==> config.mk <==
export PLATFORM = sky130hd
export DESIGN_NAME = fwca_ctrl
export DESIGN_NICKNAME = d
export VERILOG_FILES = /design/src/rtl/fwca_pkg.sv /design/src/rtl/fwca_ctrl.sv
export SDC_FILE = /design/constraint.sdc
export NUM_CORES = 1
export LEC_CHECK = 0
export ABC_AREA = 1
export BUFFER_PORTS_ARGS = -buffer_cell sky130_fd_sc_hd__clkbuf_2
export CORE_MARGIN = 2
export CORE_UTILIZATION = 54
export CTS_BUF_LIST = sky130_fd_sc_hd__clkbuf_8
export DETAILED_ROUTE_END_ITERATION = 6
export PLACE_DENSITY = 0.95
export SYNTH_ARGS = -nofsm -noshare
export SYNTH_HDL_FRONTEND = slang
export SYNTH_SLANG_ARGS = --single-unit
==> constraint.sdc <==
create_clock -name clk -period 1.78 [get_ports clk]
set_input_delay 0.178 -clock clk [delete_from_list [all_inputs] [get_ports clk]]
set_output_delay 0.178 -clock clk [all_outputs]
set_load 0.005 [all_outputs]
==> src/rtl/fwca_pkg.sv <==
// Shared types and constants of the flagged weighted cell averager.
package fwca_pkg;

    localparam int MAX_ANTS_DEF = 16;
    localparam int POLS_DEF     = 2;
    localparam int CHANS_DEF    = 16;
    localparam int ROWS_DEF     = 136;

    localparam int ROWC_W = 12;   // row arithmetic, enough for 2080 rows
    localparam int IN_D_W  = 184;
    localparam int IN_U_W  = 3;
    localparam int OUT_D_W = 168;
    localparam int OUT_U_W = 3;

    localparam logic [1:0] FUNC_CLR = 2'd0;
    localparam logic [1:0] FUNC_ACC = 2'd1;
    localparam logic [1:0] FUNC_RD  = 2'd2;

    localparam logic [1:0] MODE_ALL  = 2'd0;
    localparam logic [1:0] MODE_ANT  = 2'd1;
    localparam logic [1:0] MODE_BASE = 2'd2;
    localparam logic [1:0] MODE_AVG  = 2'd3;

    localparam logic [1:0] REG_ROW_MODE  = 2'd0;
    localparam logic [1:0] REG_NUM_ANTS  = 2'd1;
    localparam logic [1:0] REG_NUM_CHANS = 2'd2;
    localparam logic [1:0] REG_CPB       = 2'd3;

    typedef enum logic [1:0] {
        RES_OK,
        RES_ERR,
        RES_READ
    } res_kind_t;

    typedef enum logic [3:0] {
        ST_CLR,
        ST_IDLE,
        ST_DECODE,
        ST_BIN,
        ST_ACC_RD,
        ST_ACC_MUL,
        ST_ACC_WR,
        ST_RD_RD,
        ST_RD_CAP,
        ST_DIV_INIT,
        ST_DIV,
        ST_RESP
    } fwca_state_t;

    typedef struct packed {
        logic               flag;
        logic [39:0]        wsum;
        logic [3:0][63:0]   sum;   // re, im, err, snr from index 0
    } fwca_cell_t;

    typedef struct packed {
        logic      in_ready;
        logic      clr_start;
        logic      clr_step;
        logic      seen_mark;
        logic      bin_init;
        logic      bin_step;
        logic      row_sel;
        logic      rd_read;
        logic      cap;
        logic      wr_en;
        logic      div_init;
        logic      div_step;
        logic      res_load;
        res_kind_t res_kind;
    } fwca_cmd_t;

    typedef struct packed {
        logic [1:0] func;
        logic       acc_reject;
        logic       rd_reject;
        logic       two_rows;
        logic       bin_more;
        logic       bin_drop;
        logic       clr_last;
        logic       div_last;
        logic       out_hold;
    } fwca_sts_t;

endpackage

==> src/rtl/fwca_ctrl.sv <==
// Sequencer: steps each item through decode, then a clearing sweep, binning and cell update, or divide.
module fwca_ctrl (
    input  logic               clk,
    input  logic               rst_n,
    input  logic               s_tvalid,
    input  fwca_pkg::fwca_sts_t sts,
    output fwca_pkg::fwca_cmd_t cmd
);
    import fwca_pkg::*;

    fwca_state_t state_reg, state_next;
    logic        row_sel_reg, row_sel_next;
    logic        boot_reg, boot_next;
    res_kind_t   kind_reg, kind_next;

    always_ff @(posedge clk or negedge rst_n)
    begin
        if (!rst_n)
        begin
            state_reg   <= ST_CLR;
            row_sel_reg <= 1'b0;
            boot_reg    <= 1'b1;
            kind_reg    <= RES_OK;
        end
        else
        begin
            state_reg   <= state_next;
            row_sel_reg <= row_sel_next;
            boot_reg    <= boot_next;
            kind_reg    <= kind_next;
        end
    end

    always_comb
    begin
        state_next   = state_reg;
        row_sel_next = row_sel_reg;
        boot_next    = boot_reg;
        kind_next    = kind_reg;
        unique case (state_reg)
            ST_CLR:
            begin
                if (sts.clr_last)
                begin
                    boot_next  = 1'b0;
                    kind_next  = RES_OK;
                    state_next = boot_reg ? ST_IDLE : ST_RESP;
                end
            end
            ST_IDLE:
            begin
                if (s_tvalid)
                begin
                    state_next = ST_DECODE;
                end
            end
            ST_DECODE:
            begin
                unique case (sts.func)
                    FUNC_CLR: state_next = ST_CLR;
                    FUNC_ACC:
                    begin
                        if (sts.acc_reject)
                        begin
                            kind_next  = RES_ERR;
                            state_next = ST_RESP;
                        end
                        else
                        begin
                            state_next = ST_BIN;
                        end
                    end
                    FUNC_RD:
                    begin
                        if (sts.rd_reject)
                        begin
                            kind_next  = RES_ERR;
                            state_next = ST_RESP;
                        end
                        else
                        begin
                            state_next = ST_RD_RD;
                        end
                    end
                    default:
                    begin
                        kind_next  = RES_ERR;
                        state_next = ST_RESP;
                    end
                endcase
            end
            ST_BIN:
            begin
                if (!sts.bin_more)
                begin
                    row_sel_next = 1'b0;
                    if (sts.bin_drop)
                    begin
                        kind_next  = RES_OK;
                        state_next = ST_RESP;
                    end
                    else
                    begin
                        state_next = ST_ACC_RD;
                    end
                end
            end
            ST_ACC_RD:  state_next = ST_ACC_MUL;
            ST_ACC_MUL: state_next = ST_ACC_WR;
            ST_ACC_WR:
            begin
                if (sts.two_rows && !row_sel_reg)
                begin
                    row_sel_next = 1'b1;
                    state_next   = ST_ACC_RD;
                end
                else
                begin
                    kind_next  = RES_OK;
                    state_next = ST_RESP;
                end
            end
            ST_RD_RD:    state_next = ST_RD_CAP;
            ST_RD_CAP:   state_next = ST_DIV_INIT;
            ST_DIV_INIT: state_next = ST_DIV;
            ST_DIV:
            begin
                if (sts.div_last)
                begin
                    kind_next  = RES_READ;
                    state_next = ST_RESP;
                end
            end
            ST_RESP:
            begin
                if (!sts.out_hold)
                begin
                    state_next = ST_IDLE;
                end
            end
            default: state_next = ST_IDLE;
        endcase
    end

    always_comb
    begin
        cmd          = '0;
        cmd.row_sel  = row_sel_reg;
        cmd.res_kind = kind_reg;
        unique case (state_reg)
            ST_CLR:  cmd.clr_step = 1'b1;
            ST_IDLE: cmd.in_ready = 1'b1;
            ST_DECODE:
            begin
                if (sts.func == FUNC_CLR)
                begin
                    cmd.clr_start = 1'b1;
                end
                if (sts.func == FUNC_ACC && !sts.acc_reject)
                begin
                    cmd.seen_mark = 1'b1;
                    cmd.bin_init  = 1'b1;
                end
            end
            ST_BIN:      cmd.bin_step = sts.bin_more;
            ST_ACC_RD:   cmd.rd_read  = 1'b0;
            ST_ACC_MUL:  cmd.cap      = 1'b1;
            ST_ACC_WR:   cmd.wr_en    = 1'b1;
            ST_RD_RD:    cmd.rd_read  = 1'b1;
            ST_RD_CAP:
            begin
                cmd.rd_read = 1'b1;
                cmd.cap     = 1'b1;
            end
            ST_DIV_INIT: cmd.div_init = 1'b1;
            ST_DIV:      cmd.div_step = 1'b1;
            ST_RESP:     cmd.res_load = !sts.out_hold;
            default:     cmd.in_ready = 1'b0;
        endcase
    end
endmodule

# [Word-level counts from Yosys, hierarchy flattened]
# Index checks and enable logic that the tools add are counted.
[word_totals] wordCells=80 register_bits=8 inputBits=13
[op_classes] n_reduce_logical=15 eq_ne=24 mux=37
[op_table] cell="$pmux W4 S12" count=1
[op_table] cell="$mux W4" count=10
[op_table] cell="$mux W2" count=9
[op_table] cell="$ne A2 B2 Y1 const B" count=9
[op_table] cell="$eq A4 B3 Y1 const B" count=4
[op_table] cell="$eq A4 B4 Y1 const B" count=4
[op_table] cell="$mux W1" count=13
[op_table] cell="$pmux W4 S3" count=1
[op_table] cell="$pmux W2 S5" count=1
[op_table] cell="$reduce_and A9 Y1" count=1
[op_table] cell="$eq A4 B2 Y1 const B" count=2
[op_table] cell="$ne A3 B3 Y1 const B" count=2
[op_table] cell="$pmux W2 S3" count=1
[op_table] cell="$reduce_and A5 Y1" count=1
[op_table] cell="$reduce_bool A5 Y1" count=1
[op_table] cell="$eq A4 B1 Y1 const B" count=1
[op_table] cell="$logic_not A4 Y1" count=1
[op_table] cell="$reduce_or A2 Y1" count=2
[op_table] cell="$logic_not A1 Y1" count=3
[op_table] cell="$reduce_and A3 Y1" count=1
[op_table] cell="$eq A2 B1 Y1 const B" count=1
[op_table] cell="$eq A2 B2 Y1 const B" count=1
[op_table] cell="$logic_and A1 B1 Y1" count=2
[op_table] cell="$logic_not A2 Y1" count=1
[op_table] cell="other kinds (3)" count=3

# [Longest topological paths before layout]
# Gate-level depths: netlist of run 1.
[logic_depth] ltp_word=4 mapped_depth=9 ltp_nobuf=9

# [Least setup slack after synthesis of run 1]
# Ideal clock, no wire load.
[synth_path] path_kind="reg-to-reg" start="reg state_reg[0]" end="reg kind_reg[1]" synth_period_minus_slack_ns=1.223 arrival_time_ns=1.105 path_buffers=0 path_slack_ns=0.557 stages_incl_launch_ff=9 setup_ns=0.118 path_cell_list="dfrtp_1 > inv_1 > nand2_2 > nor2_1 > nand2_1 > nand3_1 > nand3_2 > nand2_1 > nand2_1"
[synth_via] elab_chain_len=3
[synth_rtl] element="from (decl)" line_no="fwca_ctrl.sv:11" text="fwca_state_t state_reg, state_next;"
[synth_rtl] element="from (signal assigned)" line_no="fwca_ctrl.sv:27" text="state_reg <= state_next;"
[synth_rtl] element="$eq A4 B2 Y1, or another cell as far along" line_no="fwca_ctrl.sv:40" text="unique case (state_reg)"
[synth_rtl] element="$ne A3 B3 Y1 (no source line), or another cell as far along"
[synth_rtl] element="$reduce_and A9 Y1 (no source line)"
[synth_rtl] element="to (signal assigned)" line_no="fwca_ctrl.sv:30" text="kind_reg <= kind_next;"
[synth_rtl] element="to (decl)" line_no="fwca_ctrl.sv:14" text="res_kind_t kind_reg, kind_next;"
# Parallel ways exist; a longest one is shown, timed or not.
# A chain may end at the register's enable or synchronous reset.

==> results of run 1 <==
[logic make-up after synthesis]
kind of cell           count (synthesis)  synth area share (%)
and+or+nand+nor                       81                  52.2
DFF                                    8                  25.6
buffers and inverters                 27                  14.8
AOI/OAI and AO/OA                     10                  7.33
[routing by layer]
metal	vias to the layer above	part of all wire (%)
met5	-	0
met4	0	1.3
met3	4	8.2
met2	44	49
met1	373	41
li1	431	-
[per-stage QoR]
stage	setup slack, ps	hold WS [ps]	power [mW]	instances	cell area, sq um
6_report	270	190	1.67	169	965
5_1_grt	161	210	1.83	169	965
4_1_cts	274	194	1.66	169	965
3_5_place_dp	361	31.8	1.43	164	910
3_3_place_gp	367	29.9	1.40	164	910
2_1_floorplan	557	-118	1.17	126	786
[how the worst min path moves through the flow]
stage,startpoint,to,slack [ps],cells past startpoint
global route,sts[2],boot_reg,210,4
floorplan,rst_n,kind_reg[0],-120,0
global placement,rst_n,kind_reg[1],30,1
detailed placement,rst_n,row_sel_reg,30,1
finish,sts[2],boot_reg,190,4
CTS,sts[2],boot_reg,190,4
[layout by cell type (no fill, tap or decap), drive strengths merged]
cell         Yosys  routed
a21oi            1       1
nor3             1       1
clkbuf           0      30
dlygate4sd3      0       1
nand3            6       6
o21ai            9       9
nand2           43      43
inv             23      24
nor2            28      28
nand3b           2       2
dfrtp            7       7
dfstp            1       1
nand4            1       1
[power by group]
part,leakage (nW),switching [mW],internal (mW)
clock,0.0269,0.0740,0.150
combinational,0.477,0.710,0.377
sequential,0.101,0.0931,0.262
total,0.605,0.877,0.789
[repair_timing]
| item | in CTS | in global routing |
|---|---|---|
| setup buffers | 0 | 0 |
| endpoints found under the hold margin | 7 | 0 |
| hold buffers | 1 | 0 |
[worst max-delay path: stages (launching register included)]
cell,delay (ps)
dfrtp_1,430
inv_2,100
nand2_2,100
inv_2,110
nand2_1,70
o21ai_0,140
clkbuf_2,170
[final cells by class]
| class | instances | area (sq um) |
|---|---|---|
| clock buffers | 3 | 41.3 |
| flip-flops and latches | 8 | 201 |
| repair buffers | 28 | 145 |
| multi-input cells | 91 | 468 |
| inverters | 23 | 86.3 |
| clock inverters | 1 | 3.75 |
| well taps | 15 | 18.8 |
| fillers | 113 | 369 |
==> flow_metrics.py, run 1 <==
metrics = {
    "outcome": {
        "status": "completed",
    },
    "final_layout": {
        "n_antenna_cell": 0,
        "area_delta_synth_final_pct": 22.8,
        "final_util_pct": 72.3,
        "nNetsFinal": 168,
        "drive_gt1_share_pct": 37.0,
        "largest_reg_flops": 4,
    },
    "yosys": {
        "synth_top_cells_by_count": "nand2_1, nor2_1, inv_1",
        "yosysMostFrequentCell": "nand2_1",
        "synth.distinct_cells": 20,
        "yosysWarnings": 0,
        "synth_seq_cells": 8,
        "async_reset_ff_share_pct": 100,
        "synthTopCellsByArea": "dfrtp_1, nand2_1, nor2_1",
        "syn_area_per_cell_sq_um": 6.24,
        "synth_flop_cell": "dfrtp_1",
        "synth_area_sq_um": 786,
        "synth_top_area_cell": "dfrtp_1",
        "syn_nets": 139,
        "synth_top_area_share_pct": 22.3,
        "ys_seq_area_share_pct": 25.6,
        "synth_cells": 126,
        "synth_edf_count": 0,
    },
    "worst_setup_path": {
        "crit_start": "state_reg[2]",
        "path_class": "flip-flop to output pin",
        "rrSetupSlack_ps": 330,
        "r2r_cells": 8,
        "worst_setup_path_end_kind": "output pin",
        "cp_max_fo": 5,
        "r2r-end": "kind_reg[1]",
        "cp.arrival_ps": 1330,
        "cp.required_ps": 1600,
        "r2r_start": "state_reg[1]",
        "cp-endpoint": "cmd[7]",
        "crit_path_start_kind": "flip-flop",
    },
    "clocking": {
        "cts_tree": "yes",
        "root_buffer": "clkbuf_8",
        "clock_sinks": 8,
        "post_cts_resized": 0,
        "numCtsBuffers": 3,
        "clkTransAtPathRegs_ps": 40,
        "insertion_delay_ps": 230,
        "cts_buffer_depth": 2,
        "cts_max_level": 1,
    },
    "sta": {
        "max_clock_freq_mhz": 662,
        "skew_ps": 6.04,
        "rsz0062_at_grt": "false",
        "finalCritPeriodShare_pct": 84.8,
        "slew-limit-headroom_pct": 80.6,
        "drv_slew": 0,
        "setup_tns_ps": 0,
        "tightest_slew_ps": 288,
        "min_period_ps": 1510,
        "hold_viol_final": 0,
        "setup_violations": 0,
    },
    "route": {
        "drt_iter0_drc": 23,
        "post_drt_wl_per_cell_um": 11.5,
        "drc_errors": 0,
        "firstDrtPassIters": 5,
        "viasPerCell": 5.04,
        "ant_nets": 0,
        "routed_wl_um": 1950,
        "vias": 852,
    },
    "placed_design": {
        "port_buffers": 27,
        "routabilityCongestion": 0.952,
        "dp_hpwl_um": 1640,
    },
    "global_route": {
        "antenna_found_initial": 0,
        "met3_usage_pct": 7.76,
        "grt_pass1_wl_um": 3380,
        "grt_busiest_layer": "met2",
        "grt_overflow_total": 0,
        "grtUsageMet2_pct": 43.8,
        "grt_use_met1_pct": 29.3,
        "grt_pass1_vias": 833,
        "grt_max_degree": 9,
        "track_usage_pct": 25.1,
    },
    "pwr": {
        "cellPowerDensity_mw_per_mm2": 1730,
        "p_leak_nw": 0.605,
        "vdd_drop_max_mv": 1.06,
    },
    "floorplan": {
        "die-area_sq_mm": 0.00178,
        "core_area_sq_mm": 0.00133,
        "num_rows": 13,
        "initial_utilization_pct": 58.9,
        "die_h_um": 42.1,
        "io_pins": 28,
        "dieWidth_um": 42.1,
    },
    "hold_path": {
        "hp-class": "input pin to flip-flop",
    },
    "run": {
        "maxCapViolations": 0,
    },
}
Power figures use the tool's default switching activity.
==> inputs of run 2 (changes only) <==
--- a/config.mk
+++ b/config.mk
@@ -8,10 +8,10 @@
 export ABC_AREA = 1
 export BUFFER_PORTS_ARGS = -buffer_cell sky130_fd_sc_hd__clkbuf_2
 export CORE_MARGIN = 2
-export CORE_UTILIZATION = 54
+export CORE_UTILIZATION = 51
 export CTS_BUF_LIST = sky130_fd_sc_hd__clkbuf_8
 export DETAILED_ROUTE_END_ITERATION = 6
-export PLACE_DENSITY = 0.95
+export PLACE_DENSITY = 0.93
 export SYNTH_ARGS = -nofsm -noshare
 export SYNTH_HDL_FRONTEND = slang
 export SYNTH_SLANG_ARGS = --single-unit
==> constraint.sdc (replaced) <==
create_clock -name clk -period 1.52 [get_ports clk]
set_input_delay 0.152 -clock clk [delete_from_list [all_inputs] [get_ports clk]]
set_output_delay 0.152 -clock clk [all_outputs]
set_load 0.005 [all_outputs]
==> run 2 against run 1 <==
  * Non-clock buffer count unchanged
  * Clock power is 14% higher
  * Cell count up 0.59%
  * First-iteration DRC count decreased by 26%
  * Clock skew is 2.5 ps lower
  * Cell area rose by 0.65%
  * Via count is 1.2% lower
  * Hold slack lost 17 ps
  * Combinational power grew 15%
  * Die area up 5.3%
  * Sequential power increased by 20%
  * Count of clock-buffer cells in the layout is the same
  * Critical endpoint unchanged
  * Largest cell class unchanged
  * Largest power group unchanged
==> flow_metrics.py, run 2 (synthesis results as in run 1) <==
metrics = {
    "outcome": {
        "status": "completed",
    },
    "sta": {
        "rsz0062_at_grt": "false",
        "setup_tns_ps": 0,
        "hold_viol_final": 0,
        "skew_ps": 3.57,
        "finalCritPeriodShare_pct": 93.7,
        "tightest_slew_ps": 263,
        "drv_slew": 0,
        "max_clock_freq_mhz": 702,
        "slew-limit-headroom_pct": 82.4,
        "min_period_ps": 1420,
        "setup_violations": 0,
        "finalWorstSetupSlack_ps": 96.1,
    },
    "global_route": {
        "grt_use_met1_pct": 25.7,
        "grt_pass1_wl_um": 2970,
        "grt_pass1_vias": 709,
        "grt_overflow_total": 0,
        "grt_max_degree": 9,
        "grt_busiest_layer": "met2",
        "track_usage_pct": 21.2,
        "grtUsageMet2_pct": 37.6,
        "met3_usage_pct": 7.66,
        "antenna_found_initial": 0,
    },
    "run": {
        "maxCapViolations": 0,
    },
    "final_layout": {
        "area_delta_synth_final_pct": 23.6,
        "final_cell_mix": "nand2_1, clkbuf_2, inv_1",
        "drive_gt1_share_pct": 39.0,
        "largest_reg_flops": 4,
        "nNetsFinal": 168,
        "mostFrequentLayoutCell": "nand2_1",
        "n_antenna_cell": 0,
    },
    "floorplan": {
        "initial_utilization_pct": 53.4,
        "dieWidth_um": 43.3,
        "die_h_um": 43.3,
        "die-area_sq_mm": 0.00187,
        "core_area_sq_mm": 0.00147,
        "io_pins": 28,
        "num_rows": 14,
    },
    "pwr": {
        "vdd_drop_max_mv": 1.05,
        "cellPowerDensity_mw_per_mm2": 1980,
        "finalPower_mw": 1.93,
        "p_leak_nw": 0.604,
    },
    "clocking": {
        "clkTransAtPathRegs_ps": 40,
        "post_cts_buffers": 0,
        "cts_buffer_depth": 2,
        "cts_max_level": 1,
        "numCtsBuffers": 3,
        "insertion_delay_ps": 220,
        "clock_sinks": 8,
        "cts_tree": "yes",
        "root_buffer": "clkbuf_8",
    },
    "worst_setup_path": {
        "cp.arrival_ps": 1270,
        "crit_path_start_kind": "flip-flop",
        "cp.required_ps": 1370,
        "path_class": "flip-flop to output pin",
        "worst_setup_path_end_kind": "output pin",
        "cp_max_fo": 5,
    },
    "placed_design": {
        "routabilityCongestion": 0.980,
        "port_buffers": 27,
        "dp_hpwl_um": 1590,
        "pre_cts_slack_ps": 122,
    },
    "route": {
        "viasPerCell": 4.95,
        "post_drt_wl_per_cell_um": 10.5,
        "routed_wl_um": 1790,
        "firstDrtPassIters": 4,
        "ant_nets": 0,
        "drt_iter0_drc": 17,
        "vias": 842,
        "drc_errors": 0,
    },
    "hold_path": {
        "hp-class": "input pin to flip-flop",
    },
}
[run 2: worst paths after layout]
path / cells past startpoint / slack, ps / from / to
worst min-delay path: 4 / 170 / sts[2] / boot_reg
worst min register to register: 2 / 450 / boot_reg / boot_reg
worst max-delay path: 6 / 100 / state_reg[2] / cmd[7]
min in group asynchronous: 2 / 300 / rst_n / kind_reg[0]
worst max register to register: 8 / 120 / state_reg[1] / kind_reg[1]
max in group asynchronous: 2 / 970 / rst_n / boot_reg
[run 2: layer usage]
layer | part of all wire (%) | vias to the layer above
li1 | - | 435
met1 | 43 | 378
met2 | 51 | 29
met3 | 6.5 | 0
met4 | 0 | 0
met5 | 0 | -
[run 2: worst max-delay path, cell delays in order, from the launching register on]
cell and delay (ps):
dfrtp_1 420, inv_2 90, nand2_2 90, inv_2 110
nand2_1 70, o21ai_0 110, buf_2 160
[run 2: timing repair]
action                                 4_1_cts  5_1_grt
gates resized for setup                      0        4
setup endpoints to repair                    0        4
endpoints found under the hold margin        8        0
hold buffers                                 1        0
[run 2: cell type report]
| class | count | area [sq um] |
|---|---|---|
| fillers | 140 | 500 |
| multi-input cells | 91 | 470 |
| flip-flops and latches | 8 | 204 |
| repair buffers | 28 | 145 |
| inverters | 23 | 86.3 |
| clock buffers | 3 | 41.3 |
| well taps | 16 | 20.0 |
| clock inverters | 1 | 3.75 |
[run 2: per-stage QoR]
| stage | util [%] | area, sq um | cells | hold slack, ps |
|---|---|---|---|---|
| global placement | 61.9 | 911 | 165 | 6.35 |
| finish | 66.0 | 971 | 170 | 174 |
| CTS | 65.6 | 966 | 170 | 164 |
| detailed placement | 61.9 | 911 | 165 | 4.06 |
| global route | 66.0 | 971 | 170 | 209 |
| floorplan | - | 786 | 126 | -144 |
[run 2: report_power, final]
part / leakage [nW] / internal, mW / switching [mW]
Sequential: 0.0985 / 0.313 / 0.112
Clock: 0.0269 / 0.175 / 0.0803
Combinational: 0.478 / 0.445 / 0.802
Total: 0.604 / 0.932 / 0.994
==> inputs of run 3 (changes only) <==
--- a/config.mk
+++ b/config.mk
@@ -11,6 +11,7 @@
 export CORE_UTILIZATION = 51
 export CTS_BUF_LIST = sky130_fd_sc_hd__clkbuf_8
 export DETAILED_ROUTE_END_ITERATION = 6
+export MAX_ROUTING_LAYER = met4
 export PLACE_DENSITY = 0.93
 export SYNTH_ARGS = -nofsm -noshare
 export SYNTH_HDL_FRONTEND = slang
==> constraint.sdc (replaced) <==
create_clock -name clk -period 1.5 [get_ports clk]
set_input_delay 0.15 -clock clk [delete_from_list [all_inputs] [get_ports clk]]
set_output_delay 0.15 -clock clk [all_outputs]
set_load 0.005 [all_outputs]
==> run 3 against run 2 <==
  * Sequential cell count did not move
  * Clock power about the same
  * Sequential power is 1% lower
  * Critical path type unchanged
==> flow_metrics.py, run 3 (synthesis results as in run 1) <==
metrics = {
    "worst_setup_path": {
        "cp.required_ps": 1350,
        "r2r-end": "kind_reg[1]",
        "r2r_cells": 8,
        "path_class": "flip-flop to output pin",
        "cp_max_fo": 6,
        "r2r_start": "state_reg[0]",
        "crit_path_start_kind": "flip-flop",
        "worst_setup_path_end_kind": "output pin",
        "rrSetupSlack_ps": 110,
        "cp.arrival_ps": 1310,
    },
    "sta": {
        "skew_ps": 7.39,
        "finalCritPeriodShare_pct": 97.5,
        "drv_slew": 0,
        "slew-limit-headroom_pct": 82.7,
        "rsz0062_at_grt": "true",
        "max_clock_freq_mhz": 684,
        "tightest_slew_ps": 259,
        "min_period_ps": 1460,
        "hold_viol_final": 0,
        "setup_violations": 0,
        "setup_tns_ps": 0,
    },
    "final_layout": {
        "fill_cells": 136,
        "area_delta_synth_final_pct": 25.6,
        "drive_gt1_share_pct": 40.0,
        "largest_reg_flops": 4,
        "fin_cells": 171,
        "final_cell_mix": "nand2_1, clkbuf_2, nor2_1, inv_1",
        "n_antenna_cell": 0,
        "mostFrequentLayoutCell": "nand2_1",
        "design_area_sq_um": 987,
        "nNetsFinal": 169,
    },
    "route": {
        "firstDrtPassIters": 4,
        "drt_iter0_drc": 22,
        "vias": 861,
        "ant_nets": 0,
        "drc_errors": 0,
        "routed_wl_um": 1860,
        "viasPerCell": 5.04,
        "post_drt_wl_per_cell_um": 10.9,
    },
    "global_route": {
        "antenna_found_initial": 0,
        "grt_busiest_layer": "met2",
        "grt_overflow_total": 0,
        "met3_usage_pct": 7.66,
        "grt_max_degree": 9,
        "grtUsageMet2_pct": 38.8,
        "grt_use_met1_pct": 27.1,
        "grt_pass1_vias": 751,
        "track_usage_pct": 22.5,
        "grt_pass1_wl_um": 3080,
    },
    "placed_design": {
        "routabilityCongestion": 0.998,
        "place_area_sq_um": 918,
        "dp_hpwl_um": 1610,
        "dp.cells": 166,
        "port_buffers": 27,
    },
    "clocking": {
        "clkTransAtPathRegs_ps": 40,
        "numCtsBuffers": 3,
        "insertion_delay_ps": 230,
        "clock_sinks": 8,
        "cts_tree": "yes",
        "root_buffer": "clkbuf_8",
        "cts_buffer_depth": 2,
        "cts_max_level": 1,
    },
    "hold_path": {
        "hold_end": "boot_reg",
        "worstHoldPathCells": 4,
        "hp-class": "input pin to flip-flop",
        "min_from": "sts[2]",
    },
    "floorplan": {
        "dieWidth_um": 43.3,
        "initial_utilization_pct": 53.4,
        "core_area_sq_mm": 0.00147,
        "die-area_sq_mm": 0.00187,
        "num_rows": 14,
        "io_pins": 28,
        "die_h_um": 43.3,
    },
    "pwr": {
        "pwr-share-comb_pct": 66.1,
        "clock_power_share_pct": 12.9,
        "cellPowerDensity_mw_per_mm2": 2020,
        "p_leak_nw": 0.610,
        "switching_power_mw": 1.03,
        "pwr-share-seq_pct": 21.0,
        "vdd_drop_max_mv": 1.04,
        "p_int_mw": 0.968,
        "p_sw_share_pct": 51.6,
    },
    "outcome": {
        "status": "completed",
    },
    "run": {
        "maxCapViolations": 0,
    },
}
run 3: final cells by class:
type / instances / area (sq um) / area share (%)
tap: 16 / 20.0 / 2.03
timing repair buffer: 29 / 153 / 15.5
sequential: 8 / 204 / 20.7
multi-input combinational: 91 / 479 / 48.5
clock inverter: 1 / 3.75 / 0.380
clock buffer: 3 / 41.3 / 4.18
inverter: 23 / 86.3 / 8.75
run 3: critical path, cell delays in order, from the launching register on:
cell and delay [ps]:
dfrtp_1 430, inv_1 100, nand2_2 80, nor2_1 170
nand2_1 120, inv_1 80, clkbuf_2 110
run 3: timing repair:
item	in CTS	in global routing
setup buffers	0	0
hold buffers	1	0
setup endpoints to repair	0	4
resized for setup	0	6
endpoints found under the hold margin	8	0
run 3: how the worst max path moves through the flow:
stage | start | endpoint | slack (ps) | depth (start not counted)
finish | state_reg[0] | cmd[10] | 40 | 6
global route | state_reg[0] | cmd[10] | -10 | 6
CTS | state_reg[1] | cmd[9] | 50 | 5
detailed placement | state_reg[1] | kind_reg[1] | 100 | 8
global placement | state_reg[1] | kind_reg[1] | 110 | 8
floorplan | state_reg[0] | kind_reg[1] | 280 | 8
run 3: per-layer routing:
metal  vias to the layer above  part of all wire (%)
met5                         -                     0
met4                         0                  0.38
met3                         2                   6.5
met2                        36                    52
met1                       383                    41
li1                        440                     -
run 3: power by group through the flow:
stage	Sequential, mW	Combinational, mW	Clock, mW
2_1_floorplan	0.402	0.981	0
3_3_place_gp	0.408	1.27	0
3_5_place_dp	0.415	1.28	0
4_1_cts	0.412	1.29	0.270
5_1_grt	0.436	1.49	0.278
6_report	0.420	1.32	0.257
run 3: per-stage QoR:
| step | utilization, % | power (mW) | hold WS (ps) | worst slack, ps |
|---|---|---|---|---|
| 2_1_floorplan | - | 1.38 | -146 | 277 |
| 3_3_place_gp | 62.4 | 1.68 | 6.37 | 106 |
| 3_5_place_dp | 62.4 | 1.69 | 3.65 | 104 |
| 4_1_cts | 66.2 | 1.97 | 155 | 50.4 |
| 5_1_grt | 67.1 | 2.21 | 177 | -14.2 |
| 6_report | 67.1 | 2.00 | 160 | 38.0 |
